$ cat src/hdl/i2cm_pkg.sv
// Types and constants shared by the I2C master byte engine.
package i2cm_pkg;

   // Command codes carried in the operation field
   localparam logic [1:0] OP_START = 2'd0;
   localparam logic [1:0] OP_WRITE = 2'd1;
   localparam logic [1:0] OP_READ  = 2'd2;
   localparam logic [1:0] OP_STOP  = 2'd3;

   // Configuration register indexes
   localparam logic CSR_SHORT_DELAY = 1'b0;
   localparam logic CSR_LONG_DELAY  = 1'b1;

   localparam logic [7:0] SHORT_DELAY_RESET = 8'd2;
   localparam logic [7:0] LONG_DELAY_RESET  = 8'd5;
   localparam logic [3:0] BITS_PER_BYTE     = 4'd8;

   // Bus phases
   typedef enum logic [3:0] {
      PH_IDLE     = 4'd0,
      PH_ST_HOLD1 = 4'd1,
      PH_ST_HOLD2 = 4'd2,
      PH_SP_HOLD1 = 4'd3,
      PH_SP_HOLD2 = 4'd4,
      PH_W_SETUP  = 4'd5,
      PH_W_HIGH   = 4'd6,
      PH_W_LOW    = 4'd7,
      PH_A_SETUP  = 4'd8,
      PH_A_HIGH   = 4'd9,
      PH_A_LOW    = 4'd10,
      PH_R_HIGH   = 4'd11,
      PH_R_LOW    = 4'd12,
      PH_K_SETUP  = 4'd13,
      PH_K_HIGH   = 4'd14
   } phase_type;

   // Command class decided by the front end
   typedef enum logic [2:0] {
      CMD_NONE  = 3'd0,
      CMD_START = 3'd1,
      CMD_WRITE = 3'd2,
      CMD_READ  = 3'd3,
      CMD_STOP  = 3'd4
   } cmd_kind_type;

   // Classified request held in the queue
   typedef struct packed {
      cmd_kind_type kind;
      logic [7:0]   write_byte;
      logic         send_nack;
      logic         sda_in;
   } req_item_type;

   // One result
   typedef struct packed {
      logic       scl_drive;
      logic       sda_drive;
      logic       busy_res;
      logic       cmd_done;
      logic [7:0] read_byte;
      logic       nack_seen;
   } rsp_item_type;

endpackage

$ cat src/hdl/i2cm_if.sv
// Valid/ready channel interfaces for requests and results.
interface i2cm_req_if;
   logic       valid;
   logic       ready;
   logic       cmd_valid;
   logic [1:0] operation;
   logic [7:0] write_byte;
   logic       send_nack;
   logic       sda_in;

   modport source (output valid, cmd_valid, operation, write_byte, send_nack, sda_in,
                   input ready);
   modport sink   (input valid, cmd_valid, operation, write_byte, send_nack, sda_in,
                   output ready);
endinterface

interface i2cm_rsp_if;
   logic       valid;
   logic       ready;
   logic       scl_drive;
   logic       sda_drive;
   logic       busy_res;
   logic       cmd_done;
   logic [7:0] read_byte;
   logic       nack_seen;

   modport source (output valid, scl_drive, sda_drive, busy_res, cmd_done, read_byte,
                   nack_seen, input ready);
   modport sink   (input valid, scl_drive, sda_drive, busy_res, cmd_done, read_byte,
                   nack_seen, output ready);
endinterface

$ cat src/hdl/i2cm_front.sv
// Request front end: classifies requests and holds them in a two-entry queue.
module i2cm_front (
   input  logic                   clock,
   input  logic                   reset,
   input  logic                   req_valid,
   output logic                   req_ready,
   input  logic                   cmd_valid,
   input  logic [1:0]             operation,
   input  logic [7:0]             write_byte,
   input  logic                   send_nack,
   input  logic                   sda_in,
   output logic                   q_valid,
   output i2cm_pkg::req_item_type q_item,
   input  logic                   q_pop
);
   import i2cm_pkg::*;

   req_item_type entry_ff [2];
   req_item_type class_item;
   logic         wr_ptr_ff, wr_ptr_in;
   logic         rd_ptr_ff, rd_ptr_in;
   logic [1:0]   count_ff, count_in;
   logic         push;

   // Classify the incoming request
   always_comb begin
      class_item.write_byte = write_byte;
      class_item.send_nack  = send_nack;
      class_item.sda_in     = sda_in;
      if (!cmd_valid) begin
         class_item.kind = CMD_NONE;
      end else begin
         case (operation)
            OP_START: class_item.kind = CMD_START;
            OP_WRITE: class_item.kind = CMD_WRITE;
            OP_READ:  class_item.kind = CMD_READ;
            OP_STOP:  class_item.kind = CMD_STOP;
            default:  class_item.kind = CMD_NONE;
         endcase
      end
   end

   assign req_ready = (count_ff != 2'd2);
   assign push      = req_valid && req_ready;
   assign q_valid   = (count_ff != 2'd0);
   assign q_item    = entry_ff[rd_ptr_ff];

   // Advance the queue pointers and fill level
   always_comb begin
      wr_ptr_in = push  ? ~wr_ptr_ff : wr_ptr_ff;
      rd_ptr_in = q_pop ? ~rd_ptr_ff : rd_ptr_ff;
      count_in  = count_ff + {1'b0, push} - {1'b0, q_pop};
   end

   always_ff @(posedge clock) begin
      if (reset) begin
         wr_ptr_ff <= 1'b0;
         rd_ptr_ff <= 1'b0;
         count_ff  <= 2'd0;
      end else begin
         wr_ptr_ff <= wr_ptr_in;
         rd_ptr_ff <= rd_ptr_in;
         count_ff  <= count_in;
      end
   end

   // Store the classified request
   always_ff @(posedge clock) begin
      if (push) begin
         entry_ff[wr_ptr_ff] <= class_item;
      end
   end

endmodule

$ cat src/hdl/i2cm_back.sv
// Bus engine: walks the I2C phases one tick per request and registers each result.
module i2cm_back (
   input  logic                   clock,
   input  logic                   reset,
   input  logic                   q_valid,
   input  i2cm_pkg::req_item_type q_item,
   output logic                   q_pop,
   input  logic                   csr_write_en,
   input  logic                   csr_index,
   input  logic [7:0]             csr_wdata,
   output logic                   rsp_valid,
   input  logic                   rsp_ready,
   output i2cm_pkg::rsp_item_type rsp_item
);
   import i2cm_pkg::*;

   phase_type    phase_ff, phase_in;
   logic [7:0]   short_ff, long_ff;
   logic [7:0]   delay_ff, delay_in;
   logic [3:0]   bit_ff, bit_in;
   logic [7:0]   shift_ff, shift_in;
   logic         ack_ff, ack_in;
   logic         scl_ff, scl_in;
   logic         sda_ff, sda_in_lvl;
   logic         nack_ff, nack_in;
   logic [7:0]   hold_ff, hold_in;
   logic         rsp_valid_ff;
   rsp_item_type rsp_ff;

   logic         step, idle, take_cmd, fire, done;
   logic [7:0]   delay_dec, short_ticks, long_ticks;
   logic [3:0]   bit_inc;
   logic         more_bits;

   assign step        = q_valid && (!rsp_valid_ff || rsp_ready);
   assign q_pop       = step;
   assign idle        = (phase_ff == PH_IDLE);
   assign take_cmd    = step && idle && (q_item.kind != CMD_NONE);
   assign delay_dec   = (delay_ff != 8'd0) ? delay_ff - 8'd1 : 8'd0;
   assign fire        = step && !idle && (delay_dec == 8'd0);
   assign short_ticks = (short_ff == 8'd0) ? 8'd1 : short_ff;
   assign long_ticks  = (long_ff == 8'd0) ? 8'd1 : long_ff;
   assign bit_inc     = bit_ff + 4'd1;
   assign more_bits   = (bit_inc < BITS_PER_BYTE);

   // Next phase
   always_comb begin
      phase_in = phase_ff;
      if (take_cmd) begin
         case (q_item.kind)
            CMD_START: phase_in = PH_ST_HOLD1;
            CMD_WRITE: phase_in = PH_W_SETUP;
            CMD_READ:  phase_in = PH_R_HIGH;
            CMD_STOP:  phase_in = PH_SP_HOLD1;
            default:   phase_in = PH_IDLE;
         endcase
      end else if (fire) begin
         case (phase_ff)
            PH_ST_HOLD1: phase_in = PH_ST_HOLD2;
            PH_SP_HOLD1: phase_in = PH_SP_HOLD2;
            PH_W_SETUP:  phase_in = PH_W_HIGH;
            PH_W_HIGH:   phase_in = PH_W_LOW;
            PH_W_LOW:    phase_in = more_bits ? PH_W_SETUP : PH_A_SETUP;
            PH_A_SETUP:  phase_in = PH_A_HIGH;
            PH_A_HIGH:   phase_in = PH_A_LOW;
            PH_R_HIGH:   phase_in = PH_R_LOW;
            PH_R_LOW:    phase_in = more_bits ? PH_R_HIGH : PH_K_SETUP;
            PH_K_SETUP:  phase_in = PH_K_HIGH;
            default:     phase_in = PH_IDLE;
         endcase
      end
   end

   // Line levels, counters and shift register
   always_comb begin
      delay_in   = (step && !idle) ? delay_dec : delay_ff;
      bit_in     = bit_ff;
      shift_in   = shift_ff;
      ack_in     = ack_ff;
      scl_in     = scl_ff;
      sda_in_lvl = sda_ff;
      nack_in    = nack_ff;
      hold_in    = hold_ff;
      done       = 1'b0;

      if (take_cmd) begin
         case (q_item.kind)
            CMD_START: begin
               sda_in_lvl = 1'b1;
               scl_in     = 1'b1;
            end
            CMD_WRITE: begin
               sda_in_lvl = q_item.write_byte[7];
               shift_in   = {q_item.write_byte[6:0], 1'b0};
               bit_in     = 4'd0;
            end
            CMD_READ: begin
               ack_in     = q_item.send_nack;
               shift_in   = 8'd0;
               bit_in     = 4'd0;
               sda_in_lvl = 1'b1;
               scl_in     = 1'b1;
            end
            CMD_STOP: begin
               sda_in_lvl = 1'b0;
               scl_in     = 1'b1;
            end
            default: begin
               sda_in_lvl = sda_ff;
            end
         endcase
      end else if (fire) begin
         case (phase_ff)
            PH_ST_HOLD1: sda_in_lvl = 1'b0;
            PH_ST_HOLD2: begin
               scl_in = 1'b0;
               done   = 1'b1;
            end
            PH_SP_HOLD1: sda_in_lvl = 1'b1;
            PH_SP_HOLD2: done = 1'b1;
            PH_W_SETUP:  scl_in = 1'b1;
            PH_W_HIGH:   scl_in = 1'b0;
            PH_W_LOW: begin
               bit_in = bit_inc;
               if (more_bits) begin
                  sda_in_lvl = shift_ff[7];
                  shift_in   = {shift_ff[6:0], 1'b0};
               end else begin
                  sda_in_lvl = 1'b1;
               end
            end
            PH_A_SETUP:  scl_in = 1'b1;
            PH_A_HIGH: begin
               nack_in = q_item.sda_in;
               scl_in  = 1'b0;
            end
            PH_A_LOW:    done = 1'b1;
            PH_R_HIGH: begin
               shift_in = {shift_ff[6:0], q_item.sda_in};
               scl_in   = 1'b0;
            end
            PH_R_LOW: begin
               bit_in = bit_inc;
               if (more_bits) begin
                  scl_in = 1'b1;
               end else begin
                  hold_in    = shift_ff;
                  sda_in_lvl = ack_ff;
               end
            end
            PH_K_SETUP:  scl_in = 1'b1;
            PH_K_HIGH: begin
               scl_in     = 1'b0;
               sda_in_lvl = ~ack_ff;
               done       = 1'b1;
            end
            default: begin
               done = 1'b0;
            end
         endcase
      end

      // Load the hold count for the phase being entered
      if ((take_cmd || fire) && (phase_in != PH_IDLE)) begin
         if (phase_in inside {PH_ST_HOLD1, PH_ST_HOLD2, PH_SP_HOLD1, PH_SP_HOLD2,
                              PH_W_HIGH, PH_K_HIGH}) begin
            delay_in = long_ticks;
         end else begin
            delay_in = short_ticks;
         end
      end
   end

   // Engine state
   always_ff @(posedge clock) begin
      if (reset) begin
         phase_ff <= PH_IDLE;
         delay_ff <= 8'd0;
         bit_ff   <= 4'd0;
         shift_ff <= 8'd0;
         ack_ff   <= 1'b0;
         scl_ff   <= 1'b1;
         sda_ff   <= 1'b1;
         nack_ff  <= 1'b0;
         hold_ff  <= 8'd0;
      end else if (step) begin
         phase_ff <= phase_in;
         delay_ff <= delay_in;
         bit_ff   <= bit_in;
         shift_ff <= shift_in;
         ack_ff   <= ack_in;
         scl_ff   <= scl_in;
         sda_ff   <= sda_in_lvl;
         nack_ff  <= nack_in;
         hold_ff  <= hold_in;
      end
   end

   // Delay registers
   always_ff @(posedge clock) begin
      if (reset) begin
         short_ff <= SHORT_DELAY_RESET;
         long_ff  <= LONG_DELAY_RESET;
      end else if (csr_write_en) begin
         case (csr_index)
            CSR_SHORT_DELAY: short_ff <= csr_wdata;
            CSR_LONG_DELAY:  long_ff  <= csr_wdata;
            default:         short_ff <= short_ff;
         endcase
      end
   end

   // Result register
   always_ff @(posedge clock) begin
      if (reset) begin
         rsp_valid_ff <= 1'b0;
      end else if (step) begin
         rsp_valid_ff <= 1'b1;
      end else if (rsp_ready) begin
         rsp_valid_ff <= 1'b0;
      end
   end

   always_ff @(posedge clock) begin
      if (step) begin
         rsp_ff.scl_drive <= scl_in;
         rsp_ff.sda_drive <= sda_in_lvl;
         rsp_ff.busy_res  <= (phase_in != PH_IDLE);
         rsp_ff.cmd_done  <= done;
         rsp_ff.read_byte <= hold_in;
         rsp_ff.nack_seen <= nack_in;
      end
   end

   assign rsp_valid = rsp_valid_ff;
   assign rsp_item  = rsp_ff;

endmodule

$ cat src/hdl/i2c_master_byte_engine.sv
// Top level of the I2C master byte engine.
//
//   channel   direction  handshake                  carries
//   req_bus   in         valid/ready                one bus tick, optional command
//   rsp_bus   out        valid/ready                line drives and status per tick
//   csr_*     in         write enable, no wait      short_delay, long_delay
//
// One request per clock is sustained while results are taken; each request yields one
// result, registered by the two-entry request queue and then the result register.
// Reset is synchronous: phase idle, both lines released, delays 2 and 5 ticks.
// A stalled result holds the engine; the queue then fills and req_bus.ready drops.
module i2c_master_byte_engine (
   input  logic       clock,
   input  logic       reset,
   i2cm_req_if.sink   req_bus,
   i2cm_rsp_if.source rsp_bus,
   input  logic       csr_write_en,
   input  logic       csr_index,
   input  logic [7:0] csr_wdata
);
   import i2cm_pkg::*;

   logic         q_valid;
   logic         q_pop;
   req_item_type q_item;
   rsp_item_type rsp_item;

   i2cm_front u_front (
      .clock      (clock),
      .reset      (reset),
      .req_valid  (req_bus.valid),
      .req_ready  (req_bus.ready),
      .cmd_valid  (req_bus.cmd_valid),
      .operation  (req_bus.operation),
      .write_byte (req_bus.write_byte),
      .send_nack  (req_bus.send_nack),
      .sda_in     (req_bus.sda_in),
      .q_valid    (q_valid),
      .q_item     (q_item),
      .q_pop      (q_pop)
   );

   i2cm_back u_back (
      .clock        (clock),
      .reset        (reset),
      .q_valid      (q_valid),
      .q_item       (q_item),
      .q_pop        (q_pop),
      .csr_write_en (csr_write_en),
      .csr_index    (csr_index),
      .csr_wdata    (csr_wdata),
      .rsp_valid    (rsp_bus.valid),
      .rsp_ready    (rsp_bus.ready),
      .rsp_item     (rsp_item)
   );

   // Drive the result channel payload
   assign rsp_bus.scl_drive = rsp_item.scl_drive;
   assign rsp_bus.sda_drive = rsp_item.sda_drive;
   assign rsp_bus.busy_res  = rsp_item.busy_res;
   assign rsp_bus.cmd_done  = rsp_item.cmd_done;
   assign rsp_bus.read_byte = rsp_item.read_byte;
   assign rsp_bus.nack_seen = rsp_item.nack_seen;

endmodule

$ cat src/flat_wrapper.sv
// flat-port wrapper written by rule: the top's interface ports become plain ports
module i2c_master_byte_engine_flat import i2cm_pkg::*;
  (clock, reset, csr_write_en, csr_index, csr_wdata, req_bus_valid, req_bus_cmd_valid, req_bus_operation, req_bus_write_byte, req_bus_send_nack, req_bus_sda_in, req_bus_ready, rsp_bus_valid, rsp_bus_scl_drive, rsp_bus_sda_drive, rsp_bus_busy_res, rsp_bus_cmd_done, rsp_bus_read_byte, rsp_bus_nack_seen, rsp_bus_ready);
  i2cm_req_if req_bus_i ();
  i2cm_rsp_if rsp_bus_i ();
  input  logic clock;
  input  logic reset;
  input  logic csr_write_en;
  input  logic csr_index;
  input  logic [7:0] csr_wdata;
  input wire logic [$bits(req_bus_i.valid)-1:0] req_bus_valid;
  input wire logic [$bits(req_bus_i.cmd_valid)-1:0] req_bus_cmd_valid;
  input wire logic [$bits(req_bus_i.operation)-1:0] req_bus_operation;
  input wire logic [$bits(req_bus_i.write_byte)-1:0] req_bus_write_byte;
  input wire logic [$bits(req_bus_i.send_nack)-1:0] req_bus_send_nack;
  input wire logic [$bits(req_bus_i.sda_in)-1:0] req_bus_sda_in;
  output wire logic [$bits(req_bus_i.ready)-1:0] req_bus_ready;
  output wire logic [$bits(rsp_bus_i.valid)-1:0] rsp_bus_valid;
  output wire logic [$bits(rsp_bus_i.scl_drive)-1:0] rsp_bus_scl_drive;
  output wire logic [$bits(rsp_bus_i.sda_drive)-1:0] rsp_bus_sda_drive;
  output wire logic [$bits(rsp_bus_i.busy_res)-1:0] rsp_bus_busy_res;
  output wire logic [$bits(rsp_bus_i.cmd_done)-1:0] rsp_bus_cmd_done;
  output wire logic [$bits(rsp_bus_i.read_byte)-1:0] rsp_bus_read_byte;
  output wire logic [$bits(rsp_bus_i.nack_seen)-1:0] rsp_bus_nack_seen;
  input wire logic [$bits(rsp_bus_i.ready)-1:0] rsp_bus_ready;
  assign req_bus_i.valid = req_bus_valid;
  assign req_bus_i.cmd_valid = req_bus_cmd_valid;
  assign req_bus_i.operation = req_bus_operation;
  assign req_bus_i.write_byte = req_bus_write_byte;
  assign req_bus_i.send_nack = req_bus_send_nack;
  assign req_bus_i.sda_in = req_bus_sda_in;
  assign req_bus_ready = req_bus_i.ready;
  assign rsp_bus_valid = rsp_bus_i.valid;
  assign rsp_bus_scl_drive = rsp_bus_i.scl_drive;
  assign rsp_bus_sda_drive = rsp_bus_i.sda_drive;
  assign rsp_bus_busy_res = rsp_bus_i.busy_res;
  assign rsp_bus_cmd_done = rsp_bus_i.cmd_done;
  assign rsp_bus_read_byte = rsp_bus_i.read_byte;
  assign rsp_bus_nack_seen = rsp_bus_i.nack_seen;
  assign rsp_bus_i.ready = rsp_bus_ready;
  i2c_master_byte_engine u_core (.clock(clock), .reset(reset), .req_bus(req_bus_i), .rsp_bus(rsp_bus_i), .csr_write_en(csr_write_en), .csr_index(csr_index), .csr_wdata(csr_wdata));
endmodule
$ cat config.mk
export PLATFORM = sky130hd
export DESIGN_NAME = i2c_master_byte_engine_flat
export DESIGN_NICKNAME = d
export VERILOG_FILES = /design/src/hdl/i2cm_pkg.sv /design/src/hdl/i2cm_if.sv /design/src/hdl/i2cm_front.sv /design/src/hdl/i2cm_back.sv /design/src/hdl/i2c_master_byte_engine.sv /design/src/flat_wrapper.sv
export SDC_FILE = /design/constraint.sdc
export NUM_CORES = 1
export LEC_CHECK = 0
export BUFFER_PORTS_ARGS = -buffer_cell sky130_fd_sc_hd__buf_2
export CAP_MARGIN = 20
export CORE_MARGIN = 2
export CORE_UTILIZATION = 52
export CTS_BUF_LIST = sky130_fd_sc_hd__clkbuf_4 sky130_fd_sc_hd__clkbuf_8
export CTS_CLUSTER_DIAMETER = 80
export DETAILED_ROUTE_END_ITERATION = 12
export HOLD_SLACK_MARGIN = 0.03
export PLACE_DENSITY = 0.83
export SETUP_SLACK_MARGIN = 0.2
export SLEW_MARGIN = 0
export SYNTH_ARGS = -nofsm -noshare
export SYNTH_HDL_FRONTEND = slang
export SYNTH_SLANG_ARGS = --single-unit
$ cat constraint.sdc
create_clock -name clock -period 5.85 [get_ports clock]
set_input_delay 0.8775 -clock clock [delete_from_list [all_inputs] [get_ports clock]]
set_output_delay 0.8775 -clock clock [all_outputs]
set_load 0.05 [all_outputs]
=== Word-level counts from Yosys, hierarchy flattened ===
Memory sizes are Yosys's and may differ from the RTL's. A register that Yosys moved wholly into a read port is not among the register bits.
Cells that the tools add are included.

* Equality and inequality tests: 31
* Add/subtract/negate cells: 4
* Bitwise operators: 5
* Muxes and demuxes: 48
* Reductions and logical operators: 40
* Magnitude comparators: 1

{| class="wikitable"
|+ Operators by type and width
! cell !! number
|-
| 8-bit two-way mux || 13
|-
| 4-bit case mux with 10 select lines || 1
|-
| 4-bit equality test, second input constant || 8
|-
| 8-bit case mux with 2 select lines || 2
|-
| 4-bit two-way mux || 7
|-
| 4-bit by 3-bit equality test with 1-bit output, second input constant || 6
|-
| 8-bit zero test || 3
|-
| 1-bit two-way mux || 18
|-
| 4-bit by 2-bit equality test with 1-bit output, second input constant || 4
|-
| 4-bit case mux with 4 select lines || 1
|-
| 3-bit case mux with 4 select lines || 1
|-
| 2-bit nonzero test || 5
|-
| 4-bit by 1-bit equality test with 1-bit output, second input constant || 2
|-
| 8-bit nonzero test || 1
|-
| 2-bit OR reduction || 4
|-
| 8-bit by 1-bit subtractor with 8-bit output, second input constant || 1
|-
| 1-bit logical AND || 7
|-
| 3-bit by 2-bit equality test with 1-bit output, second input constant || 2
|-
| 3-bit two-way mux || 2
|-
| 1-bit case mux with 3 select lines || 2
|-
| 2-bit AND reduction || 3
|-
| 3-bit nonzero test || 2
|-
| 6-bit nonzero test || 1
|-
| 3-bit OR reduction || 2
|-
| other kinds (23) || 31
|}

* Output and inout bits: 15
* Logic and storage cells: 151
* Input bits: 27
* RAM bits: 26
* Bits in registers: 70
* Memories kept: 1

{| class="wikitable"
|+ Memories
! name !! depth !! width !! read ports !! clocked after memory_dff !! write ports !! RTL line !! RTL
|-
| u_core.u_front.entry_ff || 2 || 13 || 1 || 1 || 1 || i2cm_front.sv:18 || <nowiki>req_item_type entry_ff [2];</nowiki>
|}

=== Depth between registers and ports, before layout ===
* Depth in word-level cells: 11
* Gate-level depth with buffers: 13
* Depth with buffers taken out: 10

=== Hierarchy ===
From an unflattened synthesis, not the netlist that was laid out.

* Cell total of the unflattened synthesis: 455
* Area, all modules: 4,665.7 um^2

{| class="wikitable"
|+ Modules (own cells, without submodules)
! module !! seq. area each (um^2) !! area an instance (um^2) !! times used !! cells each
|-
| i2cm_back || 1,451.4 || 3,409.5 || 1 || 379
|-
| i2cm_front || 880.8 || 1,256.2 || 1 || 76
|}

=== Least setup slack after synthesis ===
No wires, ideal clock.

* Path type: input to register
* From: input port rsp_bus_ready
* To: register u_core.u_back.delay_ff[0]
* Setup slack: 2.335 ns
* Stages on the path: 10
* Buffers on the path: 2
* Arrival: 3.394 ns
* Cells stage by stage: nor2b_1 > nor2_1 > nand2_1 > nor2_1 > o311ai_2 > o21a_1 > buf_6 > or2_1 > buf_6 > a221o_1

* Longest elaborated chain between the ends: 10
* Elaborated cells on any way between the ends: 22
* Classes of those cells: eq/ne (6); mux (4); reduce/logical (12)

{| class="wikitable"
|+ RTL lines
! item !! RTL line !! RTL
|-
| start, declared || flat_wrapper.sv:25 || <nowiki>input wire logic [$bits(rsp_bus_i.ready)-1:0] rsp_bus_ready;</nowiki>
|-
| 1-bit logical OR * || i2cm_back.sv:35 || <nowiki>assign step = q_valid && (!rsp_valid_ff || rsp_ready);</nowiki>
|-
| 1-bit logical AND * || i2cm_back.sv:35 ||
|-
| net u_core.q_pop || i2c_master_byte_engine.sv:24 || <nowiki>logic q_pop;</nowiki>
|-
| 1-bit logical AND || i2cm_back.sv:40, i2cm_back.sv:76 ||
|-
| 1-bit logical AND || i2cm_back.sv:40 || <nowiki>assign fire = step && !idle && (delay_dec == 8'd0);</nowiki>
|-
| 4-bit two-way mux || i2cm_back.sv:57 || <nowiki>end else if (fire) begin</nowiki>
|-
| 4-bit two-way mux || i2cm_back.sv:49 || <nowiki>if (take_cmd) begin</nowiki>
|-
| 4-bit by 1-bit equality test with 1-bit output (tied with other cells) || i2cm_back.sv:165 || <nowiki>if (phase_in inside {PH_ST_HOLD1, PH_ST_HOLD2, PH_SP_HOLD1, PH_SP_HOLD2,</nowiki>
|-
| 6-bit nonzero test or 1-bit logical AND (tied branches) || i2cm_back.sv:165, i2cm_back.sv:164 ||
|-
| 8-bit two-way mux or 2-bit nonzero test (tied branches) || -- ||
|-
| 8-bit two-way mux or 2-bit AND reduction (tied branches) || -- ||
|-
| end signal, assigned || i2cm_back.sv:188 || <nowiki>delay_ff <= delay_in;</nowiki>
|-
| end, declared || i2cm_back.sv:19 || <nowiki>logic [7:0] delay_ff, delay_in;</nowiki>
|}

Mark *: on every way through the listed nets, which the timed path passes. The rest lies on a longest branch.
A chain may end at the register's enable or synchronous reset.

=== Worst setup path after layout ===
* From: register u_core.u_back.delay_ff[0]
* To: register u_core.u_back.delay_ff[0]

* Longest elaborated chain between the ends: 10
* Elaborated cells on any way between the ends: 22
* Classes of those cells: add/sub (1); eq/ne (6); mux (6); reduce/logical (9)

{| class="wikitable"
|+ RTL lines
! item !! RTL line !! RTL
|-
| 8-bit by 1-bit subtractor with 8-bit output or 8-bit nonzero test (tied branches) || i2cm_back.sv:39 || <nowiki>assign delay_dec = (delay_ff != 8'd0) ? delay_ff - 8'd1 : 8'd0;</nowiki>
|-
| 8-bit two-way mux * || i2cm_back.sv:39 ||
|-
| 8-bit zero test || i2cm_back.sv:40 ||
|-
| 1-bit logical AND || i2cm_back.sv:40 ||
|-
| 4-bit two-way mux || i2cm_back.sv:57 ||
|-
| 4-bit two-way mux || i2cm_back.sv:49 ||
|-
| 4-bit by 1-bit equality test with 1-bit output (tied with other cells) || i2cm_back.sv:165 ||
|-
| 6-bit nonzero test or 1-bit logical AND (tied branches) || i2cm_back.sv:165, i2cm_back.sv:164 ||
|-
| 8-bit two-way mux or 2-bit nonzero test (tied branches) || -- ||
|-
| 8-bit two-way mux or 2-bit AND reduction (tied branches) || -- ||
|}

Every way passes the cells marked *; elsewhere a longest branch is shown, timed or not. The select of a mux whose other input is x is not followed.

==> results.yml <==
global_route:
  grt_overflow: 0
  grt_max_degree: 61
  grt-busiest-layer: "met2"
  grt_util_met2_pct: 30.3
  use_met1_pct: 27.3
  grt_pass1_wl_mm: 15.2
  first_global_vias: 3196
  grt_antenna_before_repair: 0
  grt_usage_pct: 19.5
  use_met3_pct: 4.29
run_status:
  status: "completed"
critical_path:
  cp-start-kind: "flop"
  path_class: "flop to flop"
  end_kind: "flop"
  cp.required_ns: 6.09
  worstPathArrival_ns: 3.91
  path_max_fanout: 24
worst_hold_path:
  hold_path.class: "flop to flop"
timing:
  max_freq_mhz: 273
  hold_viol: 0
  worst_pin_slew_ns: 1.07
  drv_slew: 0
  period_minus_slack_ns: 3.66
  clock_skew_ns: 0.0105
  relSlewSlack_pct: 28.2
  grt_setup_unrepaired: "no"
  period_share_pct: 62.6
  final-setup-viol-count: 0
  tns_ns: 0
place:
  hpwlAfterDp_mm: 6.51
  place_area_mm2: 0.00481
  gp_congestion: 0.903
  portBuffers: 41
logic_synthesis:
  synth-main-ff-cell: "dfxtp_1"
  async_flop_share_pct: 0
  synth_seq_cells: 97
  syn_area_mm2: 0.00457
  avgSynthCellArea_um2: 9.92
  synth.distinct_cells: 62
  synthesis.nets: 495
  yosys_warnings: 0
  synth-edff-count: 39
  netlist_instances: 461
  seq_area_frac_synth_pct: 51.0
floorplanning:
  start_util_pct: 53.0
  core-area_mm2: 0.00864
  die_w_um: 97.8
  rows: 34
  die_area_mm2: 0.00956
  die_h_um: 97.8
  num_io_pins: 42
final_layout:
  area_delta_synth_final_pct: 8.97
  diodes: 0
  layout_common_cells: "dfxtp_1 (58), nor2_1 (52), nand2_1 (47)"
  fill_cells: 727
  fin_area_mm2: 0.00498
  drive_gt1_share_pct: 16.4
  layout_commonest_cell: "dfxtp_1"
  layout.nets: 523
clocking:
  ctsHoldBuffers: 0
  clock_sinks: 97
  clk_path_buf_depth: 2
  cts.htree.levels: 3
  cts_root_buf: "clkbuf_8"
  post-cts-setup-buffers: 0
  cts_tree: "done"
  cts_inserted_buffers: 9
  post_cts_resized: 0
  clk_pin_slew_worst_paths_ns: 0.09
  clkLatencyLatePin_ns: 0.36
power:
  max-vdd-ir-drop_v: 0.000260
  total_power_w: 0.00222
  power.leakage_nw: 1.82
  power_density_mw_per_mm2: 446
drt:
  drt_wl_total_mm: 9.15
  ant_nets: 0
  vias: 3468
  drc: 0
  wl_per_cell_um: 15.2
  first_iter_violations: 273
  viasPerCell: 5.76
  drt_first_pass_iters: 5
flow_run:
  maxCapViolCount: 0
[report_power, final]
group | internal [W] | switching, W
clock network | 0.000157 | 0.000238
registers | 0.000830 | 0.000102
logic | 0.000305 | 0.000590
[synthesized netlist by cell type (7+ instances only)]
master,instances,area (µm²)
mux2_2,11,124
nand2_1,47,176
a211oi_1,15,113
edfxtp_1,39,1170
ha_1,7,87.6
dfxtp_1,58,1160
nor3_1,24,120
a21oi_1,33,165
nor2b_1,14,87.6
inv_1,11,41.3
a21o_1,7,52.6
clkbuf_1,19,71.3
nor2_1,52,195
nor4_1,12,75.1
mux2i_1,16,160
[cell families (layout without fill, tap and decap cells)]
kind of cell | count (synthesis) | count (layout) | synth area share (%)
xor gates and xnor gates | 10 | 10 | 1.92
buffers and inverters | 38 | 71 | 3.75
AOI/OAI and AO/OA | 97 | 97 | 15.3
and+or+nand+nor | 185 | 185 | 19.9
DFF | 97 | 97 | 51.0
adders and majority gates | 7 | 7 | 1.92
muxes | 27 | 27 | 6.21
[critical path, cell delays in order (launching register included)]
cell       delay [ns]
dfxtp_1          0.41
inv_1            0.08
ha_1             0.28
nor3b_1          0.18
or3b_2           0.48
a21oi_4          0.28
o2111ai_1        0.16
a221o_1          0.40
o32ai_4          0.75
nor3_1           0.13
a221o_1          0.40
[per-layer routing]
layer  vias up  part of all wire (%)  wire length, µm
met1      1610                    46             4230
met5         -                     0                0
met4         0                   1.4              128
met3        14                   5.5              508
met2       110                    47             4290
li1       1734                     -                -
[worst paths after layout]
check / startpoint / endpoint / slack (ns) / cells past startpoint
worst max-delay path: u_core.u_back.delay_ff[0] / u_core.u_back.delay_ff[0] / 2.19 / 10
worst min-delay path: u_core.u_back.short_ff[0] / u_core.u_back.short_ff[0] / 0.48 / 2
worst max register to register: u_core.u_back.delay_ff[0] / u_core.u_back.delay_ff[0] / 2.19 / 10
worst min register to register: u_core.u_back.short_ff[0] / u_core.u_back.short_ff[0] / 0.48 / 2
[state kept, by name (all words and copies together), names as in the netlist, 2 cells and up, named ones only]
name                     flops
u_core.u_front.entry_ff     26
u_core.u_back.hold_ff        8
u_core.u_back.shift_ff       8
u_core.u_back.delay_ff       8
u_core.u_back.long_ff        8
u_core.u_front.count_ff      2
u_core.u_back.short_ff       8
u_core.u_back.phase_ff       4
u_core.u_back.rsp_item      13
u_core.u_back.bit_ff         4
[layout make-up]
type | instances | area [µm²] | share of cell area (%)
Tap cell | 108 | 135 | 2.71
Clock inverter | 7 | 53.8 | 1.08
Sequential cell | 97 | 2330 | 46.8
Inverter | 11 | 41.3 | 0.829
Multi-Input combinational cell | 326 | 2070 | 41.5
Clock buffer | 9 | 124 | 2.49
Timing Repair Buffer | 44 | 228 | 4.57
[stage by stage]
step	util (%)	instances	worst slack, ns	hold WS [ns]
finish	57.7	602	2.19	0.478
global route	57.7	602	1.92	0.506
CTS	57.7	602	2.22	0.478
detailed placement	55.7	586	1.94	0.466
global placement	55.7	586	2.07	0.451
floorplan	-	461	2.33	0.436
Note: power is estimated with default switching activity, not from simulation.
